[config.mk]
export PLATFORM = sky130hd
export DESIGN_NAME = hsv_to_rgb_duty_flat
export DESIGN_NICKNAME = d
export VERILOG_FILES = /design/src/rtl/core/hsvd_pkg.sv /design/src/rtl/core/hsvd_if.sv /design/src/rtl/core/hsvd_front.sv /design/src/rtl/core/hsvd_div.sv /design/src/rtl/core/hsvd_scale.sv /design/src/rtl/core/hsv_to_rgb_duty.sv /design/src/flat_wrapper.sv
export SDC_FILE = /design/constraint.sdc
export NUM_CORES = 2
export LEC_CHECK = 0
export BUFFER_PORTS_ARGS = -buffer_cell sky130_fd_sc_hd__buf_2
export CAP_MARGIN = 20
export CORE_UTILIZATION = 65
export CTS_BUF_LIST = sky130_fd_sc_hd__clkbuf_2 sky130_fd_sc_hd__clkbuf_4 sky130_fd_sc_hd__clkbuf_8
export DETAILED_ROUTE_END_ITERATION = 16
export GPL_TIMING_DRIVEN = 0
export PLACE_DENSITY = 0.84
export SKIP_CTS_REPAIR_TIMING = 1
export SLEW_MARGIN = 20
export SYNTH_ARGS = -nofsm -noshare
export SYNTH_HDL_FRONTEND = slang
export SYNTH_SLANG_ARGS = --single-unit
[constraint.sdc]
create_clock -name clk -period 17.3 [get_ports clk]
set_input_delay 1.73 -clock clk [delete_from_list [all_inputs] [get_ports clk]]
set_output_delay 1.73 -clock clk [all_outputs]
set_load 0.01 [all_outputs]
[src/rtl/core/hsvd_pkg.sv]
// hsvd_pkg: shared constants, sector codes and stage payload types for the
// HSV to RGB duty converter. No dependencies.
package hsvd_pkg;

  localparam int FRAC_BITS = 12;              // fixed point: 1.0 = 2^FRAC_BITS
  localparam int DUTY_BITS = 13;              // full duty = 2^DUTY_BITS - 1
  localparam int HUE_W     = 9;
  localparam int FX_W      = FRAC_BITS + 1;   // saturation / brightness
  localparam int DUTY_W    = DUTY_BITS;
  localparam int PROD_W    = 2 * FRAC_BITS + 1; // v*s and v*ONE, up to 2^24
  localparam int SCL_W     = PROD_W + DUTY_BITS;
  localparam int T_W       = 6;               // ramp position 0..60
  localparam int REM_W     = 6;               // remainder mod 60
  localparam int QV_W      = 19;              // (v*s)/60
  localparam int W_W       = 12;              // t * remainder, up to 3540
  localparam int NSTG      = 6;               // register stages, input to output

  localparam logic [FX_W-1:0]  ONE_FX     = FX_W'(1) << FRAC_BITS;
  localparam logic [HUE_W-1:0] DEG_TURN   = HUE_W'(360);
  localparam logic [HUE_W-1:0] DEG_120    = HUE_W'(120);
  localparam logic [HUE_W-1:0] DEG_180    = HUE_W'(180);
  localparam logic [HUE_W-1:0] DEG_240    = HUE_W'(240);
  localparam logic [HUE_W-1:0] DEG_300    = HUE_W'(300);
  localparam logic [HUE_W-1:0] DEG_SECTOR = HUE_W'(60);

  // floor(x/15) = (x * REC15) >> REC15_SH, exact for x < 2^23
  localparam int               REC15_SH = 27;
  localparam logic [23:0]      REC15    = 24'd8947849;
  // floor(x/60) = (x * REC60) >> REC60_SH, exact for x <= 3540
  localparam int               REC60_SH = 17;
  localparam logic [11:0]      REC60    = 12'd2185;
  // full duty = 60 * DUTY_X_INT + DUTY_X_FRAC
  localparam int               DUTY_X_INT  = 136;
  localparam int               DUTY_X_FRAC = 31;

  typedef enum logic [2:0] {
    SEC_RED_YEL = 3'd0,
    SEC_YEL_GRN = 3'd1,
    SEC_GRN_CYN = 3'd2,
    SEC_CYN_BLU = 3'd3,
    SEC_BLU_MAG = 3'd4,
    SEC_MAG_RED = 3'd5
  } sector_t;

  typedef struct packed {
    logic [PROD_W-1:0] vs;
    logic [FX_W-1:0]   v;
    sector_t           sector;
    logic [T_W-1:0]    t;
  } s1_t;

  typedef struct packed {
    logic [PROD_W-1:0] vs;
    logic [PROD_W-1:0] mres;
    logic [FX_W-1:0]   v;
    sector_t           sector;
    logic [T_W-1:0]    t;
    logic [QV_W-1:0]   qv;
  } s2_t;

  typedef struct packed {
    logic [PROD_W-1:0] mres;
    logic [FX_W-1:0]   v;
    sector_t           sector;
    logic [PROD_W-1:0] tq;
    logic [W_W-1:0]    w;
  } s3_t;

  typedef struct packed {
    logic [PROD_W-1:0] mres;
    logic [FX_W-1:0]   v;
    sector_t           sector;
    logic [PROD_W-1:0] ysum;
    logic [REM_W-1:0]  rw;
  } s4_t;

  typedef struct packed {
    logic [PROD_W-1:0] mres;
    logic [FX_W-1:0]   v;
    sector_t           sector;
    logic [PROD_W-1:0] ysum;
    logic [DUTY_W-1:0] fr;
  } s5_t;

endpackage

[src/rtl/core/hsvd_if.sv]
// hsvd_if: valid/ready channels for HSV items in and duty items out.
// Depends on hsvd_pkg for field widths.
interface hsvd_in_if;
  logic                         valid;
  logic                         ready;
  logic [hsvd_pkg::HUE_W-1:0]   hue;
  logic [hsvd_pkg::FX_W-1:0]    saturation;
  logic [hsvd_pkg::FX_W-1:0]    brightness;

  modport source (output valid, hue, saturation, brightness, input ready);
  modport sink   (input valid, hue, saturation, brightness, output ready);
endinterface

interface hsvd_out_if;
  logic                         valid;
  logic                         ready;
  logic [hsvd_pkg::DUTY_W-1:0]  red_duty;
  logic [hsvd_pkg::DUTY_W-1:0]  green_duty;
  logic [hsvd_pkg::DUTY_W-1:0]  blue_duty;

  modport source (output valid, red_duty, green_duty, blue_duty, input ready);
  modport sink   (input valid, red_duty, green_duty, blue_duty, output ready);
endinterface

[src/rtl/core/hsvd_front.sv]
// hsvd_front: first stage. Clamps saturation and brightness, wraps the hue,
// finds the sector and ramp position, and forms chroma v*s. Uses hsvd_pkg.
module hsvd_front (
  input  logic                         clk,
  input  logic                         en,
  input  logic [hsvd_pkg::HUE_W-1:0]   hue,
  input  logic [hsvd_pkg::FX_W-1:0]    saturation,
  input  logic [hsvd_pkg::FX_W-1:0]    brightness,
  output hsvd_pkg::s1_t                st_r
);
  import hsvd_pkg::*;

  logic [FX_W-1:0]    sat_c;
  logic [FX_W-1:0]    bri_c;
  logic [HUE_W-1:0]   h;
  logic [HUE_W-1:0]   base;
  logic [HUE_W-1:0]   pos9;
  logic [T_W-1:0]     pos;
  sector_t            sec;
  logic [2*FX_W-1:0]  prod;
  s1_t                st_nxt;

  always_comb begin
    sat_c = (saturation > ONE_FX) ? ONE_FX : saturation;
    bri_c = (brightness > ONE_FX) ? ONE_FX : brightness;
    h     = (hue >= DEG_TURN) ? (hue - DEG_TURN) : hue;

    if (h >= DEG_300) begin
      sec = SEC_MAG_RED; base = DEG_300;
    end else if (h >= DEG_240) begin
      sec = SEC_BLU_MAG; base = DEG_240;
    end else if (h >= DEG_180) begin
      sec = SEC_CYN_BLU; base = DEG_180;
    end else if (h >= DEG_120) begin
      sec = SEC_GRN_CYN; base = DEG_120;
    end else if (h >= DEG_SECTOR) begin
      sec = SEC_YEL_GRN; base = DEG_SECTOR;
    end else begin
      sec = SEC_RED_YEL; base = '0;
    end

    pos9 = h - base;
    pos  = pos9[T_W-1:0];
    prod = {{FX_W{1'b0}}, sat_c} * {{FX_W{1'b0}}, bri_c};

    st_nxt.vs     = prod[PROD_W-1:0];
    st_nxt.v      = bri_c;
    st_nxt.sector = sec;
    // falling ramp in odd sectors
    st_nxt.t      = sec[0] ? (DEG_SECTOR[T_W-1:0] - pos) : pos;
  end

  always_ff @(posedge clk) begin
    if (en) begin
      st_r <= st_nxt;
    end
  end

endmodule

[src/rtl/core/hsvd_div.sv]
// hsvd_div: stages two to five. Splits the ramp term t*v*s/60 into whole and
// remainder parts with reciprocal multiplies. Uses hsvd_pkg.
module hsvd_div (
  input  logic            clk,
  input  logic [3:0]      en,
  input  hsvd_pkg::s1_t   s1,
  output hsvd_pkg::s5_t   s5_r
);
  import hsvd_pkg::*;

  s2_t                  s2_r, s2_nxt;
  s3_t                  s3_r, s3_nxt;
  s4_t                  s4_r, s4_nxt;
  s5_t                  s5_nxt;

  logic [PROD_W-3:0]    vq;
  logic [PROD_W+21:0]   rec_prod;
  logic [PROD_W-1:0]    qv60;
  logic [PROD_W-1:0]    rv_full;
  logic [REM_W-1:0]     rv;
  logic [PROD_W-1:0]    tq_prod;
  logic [W_W-1:0]       w_prod;
  logic [2*W_W-1:0]     qw_prod;
  logic [REM_W-1:0]     qw;
  logic [W_W-1:0]       qw60;
  logic [W_W-1:0]       rw_full;
  logic [10:0]          fr_lo;
  logic [22:0]          fr_prod;
  logic [DUTY_W-1:0]    fr_int;

  // stage 2: q = floor(v*s / 60) = floor((v*s >> 2) / 15); offset m = v*ONE - v*s
  always_comb begin
    vq       = s1.vs[PROD_W-1:2];
    rec_prod = {{24{1'b0}}, vq} * {{(PROD_W-2){1'b0}}, REC15};
    s2_nxt.vs     = s1.vs;
    s2_nxt.mres   = {s1.v, {FRAC_BITS{1'b0}}} - s1.vs;
    s2_nxt.v      = s1.v;
    s2_nxt.sector = s1.sector;
    s2_nxt.t      = s1.t;
    s2_nxt.qv     = rec_prod[REC15_SH +: QV_W];
  end

  // stage 3: remainder of v*s, then t*q and t*remainder
  always_comb begin
    qv60    = {s2_r.qv, 6'b0} - {4'b0, s2_r.qv, 2'b0};
    rv_full = s2_r.vs - qv60;
    rv      = rv_full[REM_W-1:0];
    tq_prod = {{(PROD_W-T_W){1'b0}}, s2_r.t} * {{(PROD_W-QV_W){1'b0}}, s2_r.qv};
    w_prod  = {{(W_W-T_W){1'b0}}, s2_r.t} * {{(W_W-REM_W){1'b0}}, rv};
    s3_nxt.mres   = s2_r.mres;
    s3_nxt.v      = s2_r.v;
    s3_nxt.sector = s2_r.sector;
    s3_nxt.tq     = tq_prod;
    s3_nxt.w      = w_prod;
  end

  // stage 4: split t*remainder by 60, sum whole parts with the offset
  always_comb begin
    qw_prod = {{W_W{1'b0}}, s3_r.w} * {{W_W{1'b0}}, REC60};
    qw      = qw_prod[REC60_SH +: REM_W];
    qw60    = {qw, 6'b0} - {4'b0, qw, 2'b0};
    rw_full = s3_r.w - qw60;
    s4_nxt.mres   = s3_r.mres;
    s4_nxt.v      = s3_r.v;
    s4_nxt.sector = s3_r.sector;
    s4_nxt.ysum   = s3_r.mres + s3_r.tq + {{(PROD_W-REM_W){1'b0}}, qw};
    s4_nxt.rw     = rw_full[REM_W-1:0];
  end

  // stage 5: floor(full duty * rw / 60), with full duty = 60*136 + 31
  always_comb begin
    fr_lo   = 11'(DUTY_X_FRAC) * {5'b0, s4_r.rw};
    fr_prod = {12'b0, fr_lo} * {11'b0, REC60};
    fr_int  = 13'(DUTY_X_INT) * {7'b0, s4_r.rw};
    s5_nxt.mres   = s4_r.mres;
    s5_nxt.v      = s4_r.v;
    s5_nxt.sector = s4_r.sector;
    s5_nxt.ysum   = s4_r.ysum;
    s5_nxt.fr     = fr_int + {{(DUTY_W-5){1'b0}}, fr_prod[REC60_SH +: 5]};
  end

  always_ff @(posedge clk) begin
    if (en[0]) begin
      s2_r <= s2_nxt;
    end
    if (en[1]) begin
      s3_r <= s3_nxt;
    end
    if (en[2]) begin
      s4_r <= s4_nxt;
    end
    if (en[3]) begin
      s5_r <= s5_nxt;
    end
  end

endmodule

[src/rtl/core/hsvd_scale.sv]
// hsvd_scale: last stage. Scales chroma, ramp and offset channels to the
// full duty, truncates, and places them by sector. Uses hsvd_pkg.
module hsvd_scale (
  input  logic                         clk,
  input  logic                         en,
  input  hsvd_pkg::s5_t                s5,
  output logic [hsvd_pkg::DUTY_W-1:0]  red_r,
  output logic [hsvd_pkg::DUTY_W-1:0]  green_r,
  output logic [hsvd_pkg::DUTY_W-1:0]  blue_r
);
  import hsvd_pkg::*;

  logic [DUTY_W-1:0] cd;
  logic [DUTY_W-1:0] xd;
  logic [DUTY_W-1:0] md;
  logic [DUTY_W-1:0] red_nxt, green_nxt, blue_nxt;

  // floor((u * full_duty + f) / ONE^2), full duty multiply as shift-subtract
  function automatic logic [DUTY_W-1:0] to_duty(input logic [PROD_W-1:0] u,
                                                input logic [DUTY_W-1:0] f);
    logic [SCL_W-1:0] acc;
    acc = {u, {DUTY_BITS{1'b0}}} - {{DUTY_BITS{1'b0}}, u} + {{PROD_W{1'b0}}, f};
    return acc[2*FRAC_BITS +: DUTY_W];
  endfunction

  always_comb begin
    cd = to_duty({s5.v, {FRAC_BITS{1'b0}}}, '0);
    xd = to_duty(s5.ysum, s5.fr);
    md = to_duty(s5.mres, '0);

    case (s5.sector)
      SEC_RED_YEL: begin red_nxt = cd; green_nxt = xd; blue_nxt = md; end
      SEC_YEL_GRN: begin red_nxt = xd; green_nxt = cd; blue_nxt = md; end
      SEC_GRN_CYN: begin red_nxt = md; green_nxt = cd; blue_nxt = xd; end
      SEC_CYN_BLU: begin red_nxt = md; green_nxt = xd; blue_nxt = cd; end
      SEC_BLU_MAG: begin red_nxt = xd; green_nxt = md; blue_nxt = cd; end
      default: begin red_nxt = cd; green_nxt = md; blue_nxt = xd; end
    endcase
  end

  always_ff @(posedge clk) begin
    if (en) begin
      red_r   <= red_nxt;
      green_r <= green_nxt;
      blue_r  <= blue_nxt;
    end
  end

endmodule

[src/rtl/core/hsv_to_rgb_duty.sv]
// HSV to RGB duty converter. Takes one item per clock while input ready is
// high and returns one result per item. Each item passes through the six
// register stages (clamp and v*s, reciprocal divide by 60, remainder products,
// remainder split, fraction, scale and place). Each stage holds its own valid
// bit and fills a bubble even while the output waits, so input ready stays
// high as long as any stage is empty. Hue 360..511 wraps once, saturation and
// brightness above 4096 clamp to 4096.
module hsv_to_rgb_duty (
  input  logic        clk,
  input  logic        rst_n,
  hsvd_in_if.sink     in_ch,
  hsvd_out_if.source  out_ch
);
  import hsvd_pkg::*;

  logic [NSTG-1:0] vld_r, vld_nxt;
  logic [NSTG-1:0] rdy;
  logic [NSTG-1:0] ld;
  logic [NSTG-1:0] dn_rdy;
  s1_t             s1_r;
  s5_t             s5_r;

  always_comb begin
    rdy[NSTG-1]    = !vld_r[NSTG-1] || out_ch.ready;
    dn_rdy[NSTG-1] = out_ch.ready;
    for (int i = NSTG - 2; i >= 0; i--) begin
      rdy[i]    = !vld_r[i] || rdy[i+1];
      dn_rdy[i] = rdy[i+1];
    end
    ld[0] = in_ch.valid && rdy[0];
    for (int i = 1; i < NSTG; i++) begin
      ld[i] = vld_r[i-1] && rdy[i];
    end
    // load a new item, or hold one that downstream did not take
    vld_nxt = ld | (vld_r & ~dn_rdy);
  end

  always_ff @(posedge clk) begin
    if (!rst_n) begin
      vld_r <= '0;
    end else begin
      vld_r <= vld_nxt;
    end
  end

  assign in_ch.ready  = rdy[0];
  assign out_ch.valid = vld_r[NSTG-1];

  hsvd_front u_front (
    .clk        (clk),
    .en         (ld[0]),
    .hue        (in_ch.hue),
    .saturation (in_ch.saturation),
    .brightness (in_ch.brightness),
    .st_r       (s1_r)
  );

  hsvd_div u_div (
    .clk  (clk),
    .en   (ld[4:1]),
    .s1   (s1_r),
    .s5_r (s5_r)
  );

  hsvd_scale u_scale (
    .clk     (clk),
    .en      (ld[NSTG-1]),
    .s5      (s5_r),
    .red_r   (out_ch.red_duty),
    .green_r (out_ch.green_duty),
    .blue_r  (out_ch.blue_duty)
  );

  // any empty stage lets an item in
  a_ready_on_bubble: assert property (@(posedge clk) disable iff (!rst_n)
    (vld_r != {NSTG{1'b1}}) |-> in_ch.ready)
    else $error("input stalled with an empty stage");

  // an item entering an empty pipeline reaches the output after six stages
  a_latency: assert property (@(posedge clk) disable iff (!rst_n)
    (ld[0] && (vld_r == '0)) |-> ##6 out_ch.valid)
    else $error("item lost or late in the pipeline");

  // the output stage never empties while its item is unconsumed
  a_out_hold: assert property (@(posedge clk) disable iff (!rst_n)
    (vld_r[NSTG-1] && !out_ch.ready) |=> vld_r[NSTG-1])
    else $error("output item dropped under stall");

endmodule

[src/flat_wrapper.sv]
// flat-port wrapper written by rule: the top's interface ports become plain ports
module hsv_to_rgb_duty_flat import hsvd_pkg::*;
  (clk, rst_n, in_ch_valid, in_ch_hue, in_ch_saturation, in_ch_brightness, in_ch_ready, out_ch_valid, out_ch_red_duty, out_ch_green_duty, out_ch_blue_duty, out_ch_ready);
  hsvd_in_if in_ch_i ();
  hsvd_out_if out_ch_i ();
  input  logic clk;
  input  logic rst_n;
  input wire logic [$bits(in_ch_i.valid)-1:0] in_ch_valid;
  input wire logic [$bits(in_ch_i.hue)-1:0] in_ch_hue;
  input wire logic [$bits(in_ch_i.saturation)-1:0] in_ch_saturation;
  input wire logic [$bits(in_ch_i.brightness)-1:0] in_ch_brightness;
  output wire logic [$bits(in_ch_i.ready)-1:0] in_ch_ready;
  output wire logic [$bits(out_ch_i.valid)-1:0] out_ch_valid;
  output wire logic [$bits(out_ch_i.red_duty)-1:0] out_ch_red_duty;
  output wire logic [$bits(out_ch_i.green_duty)-1:0] out_ch_green_duty;
  output wire logic [$bits(out_ch_i.blue_duty)-1:0] out_ch_blue_duty;
  input wire logic [$bits(out_ch_i.ready)-1:0] out_ch_ready;
  assign in_ch_i.valid = in_ch_valid;
  assign in_ch_i.hue = in_ch_hue;
  assign in_ch_i.saturation = in_ch_saturation;
  assign in_ch_i.brightness = in_ch_brightness;
  assign in_ch_ready = in_ch_i.ready;
  assign out_ch_valid = out_ch_i.valid;
  assign out_ch_red_duty = out_ch_i.red_duty;
  assign out_ch_green_duty = out_ch_i.green_duty;
  assign out_ch_blue_duty = out_ch_i.blue_duty;
  assign out_ch_i.ready = out_ch_ready;
  hsv_to_rgb_duty u_core (.clk(clk), .rst_n(rst_n), .in_ch(in_ch_i), .out_ch(out_ch_i));
endmodule
==> reports/metrics.cfg <==
[route]
wire_per_inst_um=19.1
vias=23969
drt_iter0_drc=1545
routed_wl_um=78600
vias_per_cell=5.81
antenna_left=0
remaining_drc_errors=0
drtPass1Iterations=6

[placement]
dp.cells=4013
dp_hpwl_um=64000
gp_congestion=0.960
port_buffers=77

[setup_path]
end_kind=flip-flop
cp-start-kind=flip-flop
arrival_ns=9.45
cp_slowest_cell=edfxtp_1
slowest_delay_ns=0.63
cp_max_fo=9
crit_type=reg2reg
cp.required_ns=17.67
worst_path_most_repeated_cell=inv_1

[layout]
drive_gt1_share_pct=6.72
n_antenna_cell=0
final_nets=4244
finalNonFillerCells=4126
area_growth_syn_to_layout_pct=8.51

[synthesis]
synth_seq_cells=392
syn_inst=3235
netlist_area_um2=34700
synth_top_cell_by_area=edfxtp_1
ys_types=84
synth_top_area_share_pct=33.4
synth_edf_count=386
synthTopCellsByArea=edfxtp_1, ha_1, fa_1
synth-warning-count=0
ys_async_sr_fraction_pct=0
synth_nets=4086
syn_area_per_cell_um2=10.7
ys.flop_type=edfxtp_1
seq_area_frac_synth_pct=33.7

[sta]
rsz0062_at_grt=false
max_freq_mhz=110
worst_slew_pin_slew_ns=0.925
hold_viol=0
period_share_pct=52.5
finalCriticalPeriod_ns=9.08
setup_viol=0
clock_skew_ns=0.0306
tns_ns=0
maxSlewViolCount=0
max_slew_margin_pct=38.1

[job]
max-cap-violations=0

[floorplan]
pin_count=80
start_util_pct=65.9
die_w_um=233
die_h_um=233
dieArea_um2=54300
num_rows=84
coreArea_um2=52700

[run_status]
status=completed

[grt]
grt_antenna_before_repair=0
grt_pass1_vias=25148
grt_max_degree=33
grt_usage_pct=30.3
grt_pass1_wl_um=128000
overflow=0

[clock_tree]
cts_root_buffer=clkbuf_8
clk_latency_ns=0.65
cts_tree=done
clock_path_buffers=3
clock_sinks=392
numCtsBuffers=66
path_clk_slew_ns=0.06
h-tree-depth=3

[hold_path]
holdCritPathClass=reg2reg

-- layout by cell type, fill, tap and decap left out, drive strengths merged, types with 51 or more instances in the layout --
master	synthesis	layout
inv	533	539
xnor2	136	136
and2	64	64
clkbuf	68	155
nor2	175	175
nand2	305	305
buf	3	93
nor3	59	59
ha	505	505
a21o	51	51
fa	307	307
o21ai	80	80
a21oi	149	149
edfxtp	386	386
-- layer usage --
| layer | routed length [um] | GRT usage, % |
|---|---|---|
| met5 | 0 | 0 |
| met2 | 39400 | 53.1 |
| met1 | 31900 | 37.0 |
| met4 | 2970 | 12.2 |
| met3 | 4340 | 5.14 |
-- per-stage QoR --
stage | util [%] | area, um2 | hold WS (ns) | worst slack, ns
2_1_floorplan | - | 34700 | 0.400 | 9.12
3_3_place_gp | 68.3 | 36000 | 0.400 | 7.19
3_5_place_dp | 69.0 | 36300 | 0.405 | 8.31
4_1_cts | 71.5 | 37700 | 0.394 | 8.20
5_1_grt | 71.5 | 37700 | 0.406 | 7.69
6_report | 71.5 | 37700 | 0.401 | 8.22
-- critical path, delay by kind of cell (launching register included) --
family / cells / cell delay, ns
flip-flops: 1 / 0.63
adder cells (fa/ha/maj): 10 / 3.84
buffers and inverters: 7 / 0.57
AO/OA/AOI/OAI: 12 / 2.01
XOR/XNOR: 3 / 0.60
AND/OR/NAND/NOR: 7 / 1.14
-- area by class of cell --
type	count	area, um2
plain buffers	71	269
clock buffers	87	1070
clock inverters	26	255
fillers	3675	15000
inverters	535	2010
multi-input cells	2237	20800
flip-flops and latches	392	11700
well taps	688	861
repair buffers	90	706
-- cell families (layout without fill, tap and decap cells) --
kind of cell | after synthesis | after routing | share of synthesized area (%)
adder cells (fa/ha/maj) | 812 | 812 | 35.9
AO/OA/AOI/OAI | 474 | 474 | 8.92
multiplexers | 3 | 3 | 0.0865
XOR/XNOR | 181 | 181 | 4.57
flip-flops | 392 | 392 | 33.7
buffers and inverters | 606 | 809 | 6.56
AND/OR/NAND/NOR | 767 | 767 | 10.2
-- synthesized netlist by cell type, types with 7 or more instances --
cell	instances
a31oi_1	14
nand4_1	13
nor2b_1	32
nor4_1	12
xor2_1	45
nand2_1	305
nor2_1	175
xnor2_1	136
and3_1	11
ha_1	505
a21oi_1	149
edfxtp_1	386
nand3_1	33
a22oi_1	7
inv_1	532
o31ai_1	7
o21bai_1	22
fa_1	307
a221oi_1	12
clkbuf_1	68
o21a_1	28
nand2b_1	22
a21o_1	50
or3_1	8
a211oi_1	19
o211ai_1	9
nor3_1	58
o21ai_0	78
and2_1	63
o22ai_1	12
-- final timing paths --
check | startpoint | end | slack, ns | depth (start not counted)
max | u_core.u_div.s4_r[3] | u_core.u_div.s5_r[12] | 8.22 | 39
max reg2reg | u_core.u_div.s4_r[3] | u_core.u_div.s5_r[12] | 8.22 | 39
min | u_core.u_div.s2_r[50] | u_core.u_div.s3_r[62] | 0.40 | 0
min reg2reg | u_core.u_div.s2_r[50] | u_core.u_div.s3_r[62] | 0.40 | 0
-- state kept, by name, summed over array words and instances (netlist names) --
signal                  flops
u_core.u_div.s5_r          79
u_core.vld_r                6
u_core.u_div.s3_r          78
u_core.u_scale.green_r     13
u_core.u_front.st_r        47
u_core.u_scale.red_r       13
u_core.u_div.s4_r          72
u_core.u_scale.blue_r      13
u_core.u_div.s2_r          71
Power is left out: the tool's default activity adds up to more than one toggle a clock period on the data nets, which glitch-free logic cannot reach.
